File: src/hdl/crmm_pkg.sv
// Shared types, constants and helpers for the complex-by-real matrix multiplier.
// Used by crmm_store, crmm_mac and complex_real_matrix_multiply. No dependencies.
`default_nettype none

package crmm_pkg;

    // Field widths
    localparam int CFG_W       = 4;
    localparam int MODE_W      = 2;
    localparam int IDX_W       = 3;
    localparam int DATA_W      = 16;
    localparam int PROD_W      = 2 * DATA_W;
    localparam int ACC_W       = 35;
    localparam int IN_TDATA_W  = 56;
    localparam int OUT_TDATA_W = 80;
    localparam int REG_IDX_W   = 2;

    // Default largest matrix dimension
    localparam int DEF_MAX_DIM = 8;

    // Configuration register indexes
    localparam logic [REG_IDX_W-1:0] REG_A_ROWS = 2'd0;
    localparam logic [REG_IDX_W-1:0] REG_A_COLS = 2'd1;
    localparam logic [REG_IDX_W-1:0] REG_B_ROWS = 2'd2;
    localparam logic [REG_IDX_W-1:0] REG_B_COLS = 2'd3;

    // Input word kinds
    localparam logic [MODE_W-1:0] MODE_LOAD_A  = 2'd0;
    localparam logic [MODE_W-1:0] MODE_LOAD_B  = 2'd1;
    localparam logic [MODE_W-1:0] MODE_COMPUTE = 2'd2;

    // Control of the shared multiply-accumulate unit
    typedef struct packed {
        logic clear;   // zero both accumulators
        logic mul_en;  // capture a new product
        logic mul_im;  // product uses the imaginary part of A
        logic acc_re;  // add held product into the real sum
        logic acc_im;  // add held product into the imaginary sum
    } mac_op_t;

    // Clamp a dimension register: zero acts as one, anything above lim acts as lim
    function automatic logic [CFG_W-1:0] clamp_dim(input logic [CFG_W-1:0] r,
                                                   input logic [CFG_W-1:0] lim);
        logic [CFG_W-1:0] v;
        v = r;
        if (r == '0)
            v = CFG_W'(1);
        else if (r > lim)
            v = lim;
        return v;
    endfunction

endpackage

`default_nettype wire

File: src/hdl/crmm_store.sv
// Entry stores for matrix A (complex, 32 bits) and matrix B (real, 16 bits).
// One write port and one registered read port each. Depends on crmm_pkg.
`default_nettype none

module crmm_store #(
    parameter int MAX_DIM = crmm_pkg::DEF_MAX_DIM
) (
    input  wire logic                                    clk,
    input  wire logic                                    a_we,
    input  wire logic                                    b_we,
    input  wire logic [$clog2(MAX_DIM*MAX_DIM)-1:0]      wr_addr,
    input  wire logic [crmm_pkg::PROD_W-1:0]             a_wdata,
    input  wire logic [crmm_pkg::DATA_W-1:0]             b_wdata,
    input  wire logic [$clog2(MAX_DIM*MAX_DIM)-1:0]      a_raddr,
    input  wire logic [$clog2(MAX_DIM*MAX_DIM)-1:0]      b_raddr,
    output logic      [crmm_pkg::PROD_W-1:0]             a_rdata,
    output logic      [crmm_pkg::DATA_W-1:0]             b_rdata
);
    import crmm_pkg::*;

    localparam int DEPTH = MAX_DIM * MAX_DIM;

    logic [PROD_W-1:0] a_mem [DEPTH];
    logic [DATA_W-1:0] b_mem [DEPTH];

    // A store: imaginary part high, real part low
    always_ff @(posedge clk)
    begin
        if (a_we)
        begin
            a_mem[wr_addr] <= a_wdata;
        end
        a_rdata <= a_mem[a_raddr];
    end

    // B store
    always_ff @(posedge clk)
    begin
        if (b_we)
        begin
            b_mem[wr_addr] <= b_wdata;
        end
        b_rdata <= b_mem[b_raddr];
    end

endmodule

`default_nettype wire

File: src/hdl/crmm_mac.sv
// Shared multiply-accumulate unit: one 16x16 signed multiplier, time-shared
// between real and imaginary parts, feeding two exact sums. Depends on crmm_pkg.
`default_nettype none

module crmm_mac (
    input  wire logic                               clk,
    input  wire crmm_pkg::mac_op_t                  op,
    input  wire logic [crmm_pkg::PROD_W-1:0]        a_entry,
    input  wire logic [crmm_pkg::DATA_W-1:0]        b_entry,
    output logic      [crmm_pkg::ACC_W-1:0]         acc_re,
    output logic      [crmm_pkg::ACC_W-1:0]         acc_im
);
    import crmm_pkg::*;

    logic signed [DATA_W-1:0] mul_a;
    logic signed [PROD_W-1:0] prod_reg;
    logic signed [PROD_W-1:0] prod_next;
    logic        [ACC_W-1:0]  prod_ext;
    logic        [ACC_W-1:0]  acc_re_reg;
    logic        [ACC_W-1:0]  acc_im_reg;

    // Pick the part of A for this pass and multiply
    assign mul_a     = op.mul_im ? a_entry[PROD_W-1:DATA_W] : a_entry[DATA_W-1:0];
    assign prod_next = mul_a * $signed(b_entry);
    assign prod_ext  = {{(ACC_W-PROD_W){prod_reg[PROD_W-1]}}, prod_reg};

    // Hold the product, then fold it into the chosen sum
    always_ff @(posedge clk)
    begin
        if (op.mul_en)
        begin
            prod_reg <= prod_next;
        end
        if (op.clear)
        begin
            acc_re_reg <= '0;
            acc_im_reg <= '0;
        end
        else
        begin
            if (op.acc_re)
            begin
                acc_re_reg <= acc_re_reg + prod_ext;
            end
            if (op.acc_im)
            begin
                acc_im_reg <= acc_im_reg + prod_ext;
            end
        end
    end

    assign acc_re = acc_re_reg;
    assign acc_im = acc_im_reg;

endmodule

`default_nettype wire

File: src/hdl/complex_real_matrix_multiply.sv
// Complex-by-real matrix multiplier, top level: sequencer, configuration and output register.
// Load words go straight into the stores while idle. A compute word passes through ST_START,
// then ST_READ, ST_MRE, ST_MIM, ST_ACC per term (one shared multiplier, two passes per term)
// and ST_EMIT hands each element over. On a dimension mismatch ST_START sends an error word.
// Reset (rst_n, asynchronous) sets the dimension registers to 1 and idles the sequencer;
// store contents are undefined until written. Depends on crmm_pkg, crmm_store, crmm_mac.
`default_nettype none

module complex_real_matrix_multiply #(
    parameter int MAX_DIM = crmm_pkg::DEF_MAX_DIM
) (
    input  wire logic                                  clk,
    input  wire logic                                  rst_n,
    // Input words
    input  wire logic                                  s_tvalid,
    output logic                                       s_tready,
    // s_tdata, from bit 0: row[3], col[3], a_re[16], a_im[16], b_value[16], zero[2]
    input  wire logic [crmm_pkg::IN_TDATA_W-1:0]       s_tdata,
    // s_tuser: mode[2]
    input  wire logic [crmm_pkg::MODE_W-1:0]           s_tuser,
    // Result words
    output logic                                       m_tvalid,
    input  wire logic                                  m_tready,
    // m_tdata, from bit 0: out_row[3], out_col[3], prod_re[35], prod_im[35], zero[4]
    output logic      [crmm_pkg::OUT_TDATA_W-1:0]      m_tdata,
    output logic                                       m_tlast,
    // m_tuser: error[1]
    output logic                                       m_tuser,
    // Configuration writes
    input  wire logic                                  cfg_we,
    input  wire logic [crmm_pkg::REG_IDX_W-1:0]        cfg_index,
    input  wire logic [crmm_pkg::CFG_W-1:0]            cfg_data
);
    import crmm_pkg::*;

    localparam int IW = $clog2(MAX_DIM);
    localparam int DW = $clog2(MAX_DIM + 1);
    localparam int AW = $clog2(MAX_DIM * MAX_DIM);

    // Sequencer states
    localparam logic [2:0] ST_IDLE  = 3'd0;
    localparam logic [2:0] ST_START = 3'd1;
    localparam logic [2:0] ST_READ  = 3'd2;
    localparam logic [2:0] ST_MRE   = 3'd3;
    localparam logic [2:0] ST_MIM   = 3'd4;
    localparam logic [2:0] ST_ACC   = 3'd5;
    localparam logic [2:0] ST_EMIT  = 3'd6;

    logic [2:0]       state_reg, state_next;
    logic [IW-1:0]    i_reg, i_next;
    logic [IW-1:0]    j_reg, j_next;
    logic [IW-1:0]    k_reg, k_next;

    logic [CFG_W-1:0] a_rows_reg, a_cols_reg, b_rows_reg, b_cols_reg;
    logic [DW-1:0]    dim_m, dim_n, dim_kb, dim_p;

    logic             out_valid_reg, out_valid_next;
    logic [IDX_W-1:0] out_row_reg, out_row_next;
    logic [IDX_W-1:0] out_col_reg, out_col_next;
    logic [ACC_W-1:0] out_re_reg, out_re_next;
    logic [ACC_W-1:0] out_im_reg, out_im_next;
    logic             out_last_reg, out_last_next;
    logic             out_err_reg, out_err_next;
    logic             out_free;

    logic [IDX_W-1:0]  in_row, in_col;
    logic [DATA_W-1:0] in_a_re, in_a_im, in_b;
    logic              in_take, in_range;
    logic              a_we, b_we;
    logic [AW-1:0]     wr_addr, a_raddr, b_raddr;
    logic [PROD_W-1:0] a_rdata;
    logic [DATA_W-1:0] b_rdata;
    logic [ACC_W-1:0]  acc_re, acc_im;
    mac_op_t           mac_op;
    logic              k_last, j_last, i_last;

    // Unpack the input word
    assign in_row  = s_tdata[IDX_W-1:0];
    assign in_col  = s_tdata[2*IDX_W-1:IDX_W];
    assign in_a_re = s_tdata[2*IDX_W+DATA_W-1:2*IDX_W];
    assign in_a_im = s_tdata[2*IDX_W+2*DATA_W-1:2*IDX_W+DATA_W];
    assign in_b    = s_tdata[2*IDX_W+3*DATA_W-1:2*IDX_W+2*DATA_W];

    assign s_tready = (state_reg == ST_IDLE);
    assign in_take  = s_tvalid && s_tready;
    assign in_range = (CFG_W'(in_row) < CFG_W'(MAX_DIM)) && (CFG_W'(in_col) < CFG_W'(MAX_DIM));

    // Store writes from load words
    assign a_we    = in_take && in_range && (s_tuser == MODE_LOAD_A);
    assign b_we    = in_take && in_range && (s_tuser == MODE_LOAD_B);
    assign wr_addr = AW'(in_row) * AW'(MAX_DIM) + AW'(in_col);

    // Store reads for term k of element (i, j)
    assign a_raddr = AW'(i_reg) * AW'(MAX_DIM) + AW'(k_reg);
    assign b_raddr = AW'(k_reg) * AW'(MAX_DIM) + AW'(j_reg);

    // Clamped dimensions
    assign dim_m  = DW'(clamp_dim(a_rows_reg, CFG_W'(MAX_DIM)));
    assign dim_n  = DW'(clamp_dim(a_cols_reg, CFG_W'(MAX_DIM)));
    assign dim_kb = DW'(clamp_dim(b_rows_reg, CFG_W'(MAX_DIM)));
    assign dim_p  = DW'(clamp_dim(b_cols_reg, CFG_W'(MAX_DIM)));

    assign k_last = (DW'(k_reg) == dim_n - DW'(1));
    assign j_last = (DW'(j_reg) == dim_p - DW'(1));
    assign i_last = (DW'(i_reg) == dim_m - DW'(1));

    assign out_free = !out_valid_reg || m_tready;

    crmm_store #(
        .MAX_DIM (MAX_DIM)
    ) u_store (
        .clk     (clk),
        .a_we    (a_we),
        .b_we    (b_we),
        .wr_addr (wr_addr),
        .a_wdata ({in_a_im, in_a_re}),
        .b_wdata (in_b),
        .a_raddr (a_raddr),
        .b_raddr (b_raddr),
        .a_rdata (a_rdata),
        .b_rdata (b_rdata)
    );

    crmm_mac u_mac (
        .clk     (clk),
        .op      (mac_op),
        .a_entry (a_rdata),
        .b_entry (b_rdata),
        .acc_re  (acc_re),
        .acc_im  (acc_im)
    );

    // Sequencer and output register loading
    always_comb
    begin
        state_next     = state_reg;
        i_next         = i_reg;
        j_next         = j_reg;
        k_next         = k_reg;
        mac_op         = '0;
        out_valid_next = out_valid_reg && !m_tready;
        out_row_next   = out_row_reg;
        out_col_next   = out_col_reg;
        out_re_next    = out_re_reg;
        out_im_next    = out_im_reg;
        out_last_next  = out_last_reg;
        out_err_next   = out_err_reg;

        unique case (state_reg)
            ST_IDLE:
            begin
                if (in_take && (s_tuser == MODE_COMPUTE))
                begin
                    state_next = ST_START;
                end
            end
            ST_START:
            begin
                if (dim_n != dim_kb)
                begin
                    // Mismatch: one error word, then back to idle
                    if (out_free)
                    begin
                        out_valid_next = 1'b1;
                        out_row_next   = '0;
                        out_col_next   = '0;
                        out_re_next    = '0;
                        out_im_next    = '0;
                        out_last_next  = 1'b1;
                        out_err_next   = 1'b1;
                        state_next     = ST_IDLE;
                    end
                end
                else
                begin
                    i_next       = '0;
                    j_next       = '0;
                    k_next       = '0;
                    mac_op.clear = 1'b1;
                    state_next   = ST_READ;
                end
            end
            ST_READ:
            begin
                state_next = ST_MRE;
            end
            ST_MRE:
            begin
                mac_op.mul_en = 1'b1;
                state_next    = ST_MIM;
            end
            ST_MIM:
            begin
                mac_op.mul_en = 1'b1;
                mac_op.mul_im = 1'b1;
                mac_op.acc_re = 1'b1;
                state_next    = ST_ACC;
            end
            ST_ACC:
            begin
                mac_op.acc_im = 1'b1;
                if (k_last)
                begin
                    k_next     = '0;
                    state_next = ST_EMIT;
                end
                else
                begin
                    k_next     = k_reg + IW'(1);
                    state_next = ST_READ;
                end
            end
            ST_EMIT:
            begin
                // Hand the finished element to the output register
                if (out_free)
                begin
                    out_valid_next = 1'b1;
                    out_row_next   = IDX_W'(i_reg);
                    out_col_next   = IDX_W'(j_reg);
                    out_re_next    = acc_re;
                    out_im_next    = acc_im;
                    out_last_next  = i_last && j_last;
                    out_err_next   = 1'b0;
                    mac_op.clear   = 1'b1;
                    if (i_last && j_last)
                    begin
                        state_next = ST_IDLE;
                    end
                    else
                    begin
                        if (j_last)
                        begin
                            j_next = '0;
                            i_next = i_reg + IW'(1);
                        end
                        else
                        begin
                            j_next = j_reg + IW'(1);
                        end
                        state_next = ST_READ;
                    end
                end
            end
            default:
            begin
                state_next = ST_IDLE;
            end
        endcase
    end

    // Control state
    always_ff @(posedge clk or negedge rst_n)
    begin
        if (!rst_n)
        begin
            state_reg     <= ST_IDLE;
            out_valid_reg <= 1'b0;
            i_reg         <= '0;
            j_reg         <= '0;
            k_reg         <= '0;
        end
        else
        begin
            state_reg     <= state_next;
            out_valid_reg <= out_valid_next;
            i_reg         <= i_next;
            j_reg         <= j_next;
            k_reg         <= k_next;
        end
    end

    // Output payload
    always_ff @(posedge clk)
    begin
        out_row_reg  <= out_row_next;
        out_col_reg  <= out_col_next;
        out_re_reg   <= out_re_next;
        out_im_reg   <= out_im_next;
        out_last_reg <= out_last_next;
        out_err_reg  <= out_err_next;
    end

    // Dimension registers
    always_ff @(posedge clk or negedge rst_n)
    begin
        if (!rst_n)
        begin
            a_rows_reg <= CFG_W'(1);
            a_cols_reg <= CFG_W'(1);
            b_rows_reg <= CFG_W'(1);
            b_cols_reg <= CFG_W'(1);
        end
        else if (cfg_we)
        begin
            unique case (cfg_index)
                REG_A_ROWS: a_rows_reg <= cfg_data;
                REG_A_COLS: a_cols_reg <= cfg_data;
                REG_B_ROWS: b_rows_reg <= cfg_data;
                REG_B_COLS: b_cols_reg <= cfg_data;
                default:    a_rows_reg <= a_rows_reg;
            endcase
        end
    end

    // Pack the result word
    assign m_tvalid = out_valid_reg;
    assign m_tdata  = {{(OUT_TDATA_W - 2*IDX_W - 2*ACC_W){1'b0}},
                       out_im_reg, out_re_reg, out_col_reg, out_row_reg};
    assign m_tlast  = out_last_reg;
    assign m_tuser  = out_err_reg;

endmodule

`default_nettype wire
File: config.mk
export PLATFORM = sky130hd
export DESIGN_NAME = complex_real_matrix_multiply
export DESIGN_NICKNAME = d
export VERILOG_FILES = /design/src/hdl/crmm_pkg.sv /design/src/hdl/crmm_store.sv /design/src/hdl/crmm_mac.sv /design/src/hdl/complex_real_matrix_multiply.sv
export SDC_FILE = /design/constraint.sdc
export NUM_CORES = 2
export LEC_CHECK = 0
export BUFFER_PORTS_ARGS = -buffer_cell sky130_fd_sc_hd__buf_2
export CORE_AREA = 2 2 684 686
export CTS_CLUSTER_SIZE = 12
export DETAILED_ROUTE_END_ITERATION = 7
export DIE_AREA = 0 0 686 688
export PLACE_DENSITY = 0.47
export SLEW_MARGIN = 20
export SYNTH_ARGS = -nofsm -noshare
export SYNTH_HDL_FRONTEND = slang
export SYNTH_SLANG_ARGS = --single-unit
File: constraint.sdc
create_clock -name clk -period 11.2 [get_ports clk]
set_clock_uncertainty 0.15 [all_clocks]
set_input_delay 1.68 -clock clk [delete_from_list [all_inputs] [get_ports clk]]
set_output_delay 1.68 -clock clk [all_outputs]
set_load 0.01 [all_outputs]
[Yosys cells after proc, flatten, opt, wreduce, memory -nomap -nowiden]
Memories as Yosys holds them, arrays and structs flattened. A register that Yosys moved wholly into a read port is not among the register bits.
Index checks and enable logic that the tools add are counted.
Cells by class
  add/subtract/negate cells: 11
  multipliers: 1
  magnitude comparators: 4
  eq/ne operators: 23
  mux-type cells: 57
  reduce and logical (&&, ||, !) cells: 28
Operators by type and width (number)
  35-bit two-way mux: 4
  35-bit one-hot mux with 2 select lines: 2
  35-bit adder: 2
  3-bit two-way mux: 16
  16-bit by 16-bit multiplier with 32-bit output: 1
  4-bit two-way mux: 8
  3-bit one-hot mux with 2 select lines: 5
  3-bit one-hot mux with 7 select lines: 1
  6-bit by 3-bit adder with 6-bit output: 3
  4-bit > comparator (second input constant): 4
  4-bit zero test: 4
  16-bit two-way mux: 1
  1-bit two-way mux: 14
  3-bit by 4-bit == test with 1-bit output: 3
  2-bit != test (second input constant): 6
  4-bit by 1-bit subtractor with 4-bit output (second input constant): 3
  2-bit AND reduction: 5
  3-bit by 1-bit adder with 3-bit output (second input constant): 3
  3-bit == test (second input constant): 3
  1-bit one-hot mux with 2 select lines: 4
  4-bit AND reduction: 2
  2-bit == test (second input constant): 3
  3-bit by 2-bit == test with 1-bit output (second input constant): 2
  1-bit logical AND: 6
  14 further kinds: 19
Word-level totals
  register bits after elaboration: 209
  bits in writable memories: 3072
  input bits: 69
  output and inout bits: 84
  logic and storage cells: 144
  memories: 2
Memory list
  u_store.a_mem: words 64, width 32, rd ports 1, clocked after Yosys merged registers in 1, wr ports 1, RTL line crmm_store.sv:23  | logic [PROD_W-1:0] a_mem [DEPTH];
  u_store.b_mem: words 64, width 16, rd ports 1, clocked after Yosys merged registers in 1, wr ports 1, RTL line crmm_store.sv:24  | logic [DATA_W-1:0] b_mem [DEPTH];

[Logic depth before layout (Yosys ltp)]
  depth after elaboration: 9
  gate-level depth with buffers: 31
  gate-level depth less buffers: 27

[Modules after synthesis]
From an unflattened synthesis, not the netlist that was laid out.
Second synthesis, totals
  cells, all modules: 7108
  area, all modules: 139822.9 sq um
Modules (own cells, without submodules)
  crmm_store: times used 1, cells an instance 4988, area an instance 118646.3 sq um, seq. area each 93209.4 sq um
  crmm_mac: times used 1, cells an instance 1789, area an instance 16564.6 sq um, seq. area each 2362.3 sq um
  complex_real_matrix_multiply: times used 1, cells an instance 331, area an instance 4611.9 sq um, seq. area each 3072.9 sq um

[Worst setup path before layout]
No wires, ideal clock.
  path type: flip-flop to flip-flop
  start point: register state_reg[0]
  end point: register u_mac.prod_reg[29], data pin
  library setup time: 259 ps
  data arrival time: 6987 ps
  required time: 10791 ps
  path slack: 3804 ps
  stages on the path, launching flop included: 32
  buffers on the path: 4
  period minus slack after synthesis: 7396 ps
  cell sequence: dfrtp_1 clkbuf_1 nor2b_1 clkbuf_1 nor2b_1 clkbuf_1 nand2_1 nand2_1 clkbuf_1 nand2_1 fa_1 inv_1 fa_1 inv_1 fa_1 inv_1 fa_1 fa_1 inv_1 fa_1 inv_1 ha_1 a21o_1 a21o_1 a21o_1 a21o_1 nor3_1 o31ai_1 a31oi_1 o21bai_1 a21oi_1 xnor2_1
Between the ends
  longest elaborated chain between the ends: 4
RTL lines
  from (decl): RTL line complex_real_matrix_multiply.sv:49  | logic [2:0] state_reg, state_next;
  from (signal assigned): RTL line complex_real_matrix_multiply.sv:265  | state_reg <= state_next;
  3-bit == test: RTL line complex_real_matrix_multiply.sv:149  | unique case (state_reg)
  2-bit two-way mux: RTL line complex_real_matrix_multiply.sv:149
  16-bit two-way mux: RTL line crmm_mac.sv:23  | assign mul_a = op.mul_im ? a_entry[PROD_W-1:DATA_W] : a_entry[DATA_W-1:0];
  16-bit by 16-bit multiplier with 32-bit output: RTL line crmm_mac.sv:24  | assign prod_next = mul_a * $signed(b_entry);
  via u_mac.prod_next[29]: RTL line crmm_mac.sv:17  | logic signed [PROD_W-1:0] prod_next;
  to (signal assigned): RTL line crmm_mac.sv:32  | prod_reg <= prod_next;
  to (decl): RTL line crmm_mac.sv:16  | logic signed [PROD_W-1:0] prod_reg;
The timed path passes the listed nets, and every way through them passes these cells.
A chain may end at the register's enable or synchronous reset.

[Worst setup path after layout]
  start point: register state_reg[2]
  end point: register u_mac.prod_reg[29], data pin
Same word-level chain as after synthesis.

==> impl_metrics.json <==
{
  "grtUsageTotal_pct": 15.80,
  "nNetsFinal": 7684,
  "h-tree-depth": 5,
  "critPathTopFamily": "adder cells",
  "grt_pass1_vias": 71370,
  "drive_above_1_share_pct": 25.84,
  "die_area_um2": 472000,
  "netlist_instances": 6817,
  "layout_commonest_cell": "edfxtp_1",
  "critPathMaxFanout": 26,
  "dr.pass1.iters": 5,
  "top_regs": "u_store.a_mem (2048), u_store.b_mem (1024)",
  "netlist_area_um2": 138800,
  "fill_cells": 43450,
  "arrival_ns": 9.05,
  "slew_violations": 0,
  "dp_hpwl_um": 212600,
  "ys.warnings.count": 0,
  "crit_type": "reg2reg",
  "relSlewSlack_pct": 29.07,
  "async_reset_ff_share_pct": 0.8711,
  "synthFlopType": "edfxtp_1",
  "syn_to_final_growth_pct": 14.54,
  "tightest_slew_ns": 1.060,
  "rows": 251,
  "initial_core_util_pct": 29.85,
  "die_width_um": 686,
  "outcome": "finished, final reports clean",
  "slowest_stage": "fa_1",
  "io_pins": 153,
  "grt_first_pass_wirelength_um": 535400,
  "max_freq_mhz": 117.3,
  "placed_cell_area_um2": 148200,
  "yosys_register_bits": 3329,
  "largest-register": "u_store.a_mem",
  "design_area_um2": 159000,
  "drt-total-wl_um": 379200,
  "critPathMostFrequentCell": "fa_1",
  "grt_start_max_net_pins": 119,
  "finalHoldViolations": 0,
  "path_clk_slew_ns": 0.06,
  "tns_ns": 0,
  "overflow": 0,
  "cap_violations": 0,
  "cts_setup_buffers": 0,
  "drt_iter0_drc": 5450,
  "layout_min_cycle_time_ns": 8.522,
  "critPathBufInv": 5,
  "startpoint_type": "register",
  "cts-buffers-inserted": 354,
  "cts_root_buffer": "clkbuf_16",
  "clockBufferDepth": 4,
  "gp_congestion": 0.7660,
  "viasPerCell": 4.918,
  "drc_errors": 0,
  "fin_crit_sh_pct": 76.09,
  "detail-route-antenna-nets": 0,
  "die_h_um": 688,
  "rsz0062_at_grt": "false",
  "dr_total_vias": 67260,
  "cp-end-kind": "register",
  "coreArea_um2": 465100,
  "wire_per_inst_um": 27.73,
  "cts_sinks": 3329,
  "final_util_pct": 34.19,
  "cts_hold_buf": 0,
  "numPortBuffers": 146,
  "hold_class": "reg2reg",
  "clock_latency_ns": 0.95,
  "seq_area_frac_synth_pct": 71.06,
  "setup_viol": 0,
  "synth_edf_count": 3182,
  "avgSynthCellArea_um2": 20.36,
  "max_stage_delay_ns": 0.79,
  "largest_reg_flops": 2048,
  "post_cts_resized": 0,
  "most-common-layout-cells": "3182 x edfxtp_1, 999 x mux4_2, 360 x clkbuf_16",
  "cp.required_ns": 11.72,
  "synth.distinct_cells": 77,
  "antenna_found_initial": 43,
  "cts_tree": "yes"
}
-- metrics by stage --
step / hold slack [ns] / cells / setup slack, ns
floorplan: 0.2867 / 6820 / 3.804
global placement: 0.3177 / 13040 / 2.696
detailed placement: 0.3114 / 13040 / 2.653
CTS: 0.3240 / 13660 / 2.601
global route: 0.3447 / 13660 / 2.064
finish: 0.3229 / 13680 / 2.678
-- layer usage --
layer | up-vias | part of all wire (%) | track usage, %
met2 | 1636 | 50 | 27.17
met3 | 450 | 4.6 | 2.133
li1 | 28140 | - | -
met1 | 37030 | 43 | 21.22
met4 | 4 | 2.3 | 3.809
met5 | - | 0.0071 | 0
-- worst paths after layout --
| check | slack, ns | start | end | cells after the start |
|---|---|---|---|---|
| min reg2reg | 0.32 | u_mac.acc_re[34]$_SDFFE_PP0P_ | u_mac.acc_re[34]$_SDFFE_PP0P_ | 1 |
| max | 2.68 | state_reg[2]$_DFFE_PN0P_ | u_mac.prod_reg[29]$_DFFE_PN_ | 26 |
| max in group asynchronous | 9.75 | rst_n | j_reg[2]$_DFFE_PN0P_ | 1 |
| min in group asynchronous | 0.62 | rst_n | b_cols_reg[1]$_DFFE_PN0P_ | 1 |
| max reg2reg | 2.68 | state_reg[2]$_DFFE_PN0P_ | u_mac.prod_reg[29]$_DFFE_PN_ | 26 |
| min | 0.32 | u_mac.acc_re[34]$_SDFFE_PP0P_ | u_mac.acc_re[34]$_SDFFE_PP0P_ | 1 |
-- cell usage after synthesis, types with 25 or more instances --
library cell | instances | area [um^2]
edfxtp_1 | 3182 | 95550
mux4_2 | 999 | 22500
inv_1 | 323 | 1212
nand2_1 | 313 | 1175
fa_1 | 264 | 5285
nor2_1 | 229 | 859.6
clkbuf_1 | 206 | 773.2
ha_1 | 156 | 1952
a21oi_1 | 128 | 640.6
dfxtp_1 | 118 | 2362
and2_1 | 115 | 719.4
and3_1 | 81 | 506.7
buf_2 | 74 | 370.4
o21ai_0 | 68 | 340.3
xnor2_1 | 63 | 551.8
a21o_1 | 54 | 405.4
nand3_1 | 46 | 230.2
nor2b_1 | 43 | 269.0
xor2_1 | 38 | 332.8
buf_1 | 36 | 135.1
nor3_1 | 26 | 130.1
dfrtp_1 | 25 | 625.6
-- worst reg2reg max path, cell delays in order (launching register included) --
cell and delay [ns]:
dfrtp_1 0.47, nor2b_4 0.33, nor2b_4 0.45, buf_4 0.45
nand2_1 0.11, nand2_1 0.49, nand2_1 0.22, inv_1 0.19
fa_1 0.56, fa_1 0.79, inv_1 0.23, fa_1 0.54
fa_1 0.57, fa_1 0.43, fa_1 0.49, inv_1 0.04
ha_1 0.34, inv_1 0.14, o21ai_0 0.11, a21oi_1 0.16
nor2_1 0.06, o21ai_0 0.14, nand2b_1 0.08, a31oi_1 0.35
o21bai_1 0.12, a21oi_1 0.19, xnor2_1 0.08
-- cells by family (layout without fill, tap and decap cells) --
family / count (synthesis) / count (layout) / synth area share [%]
adder cells (fa/ha/maj): 420 / 420 / 5.213
other: 1 / 25 / 0.002701
AND/OR/NAND/NOR: 920 / 920 / 3.134
buffers and inverters: 653 / 1291 / 1.868
multiplexers: 1024 / 1024 / 16.40
XOR/XNOR: 101 / 101 / 0.6372
AO/OA/AOI/OAI: 369 / 369 / 1.684
flip-flops: 3329 / 3329 / 71.06
-- area by class of cell --
class / instances / area, um^2 / area share [%]
Sequential cell: 3329 / 98680 / 62.06
Multi-Input combinational cell: 2838 / 38190 / 24.02
Clock buffer: 481 / 9553 / 6.008
Antenna cell: 21 / 52.55 / 0.03305
Inverter: 324 / 1216 / 0.7648
Clock inverter: 138 / 1119 / 0.7035
Tap cell: 6198 / 7755 / 4.877
Timing Repair Buffer: 348 / 2445 / 1.538
Power is not shown: default switching activity piles up to over one toggle a cycle in this logic, so the estimate is an artifact.
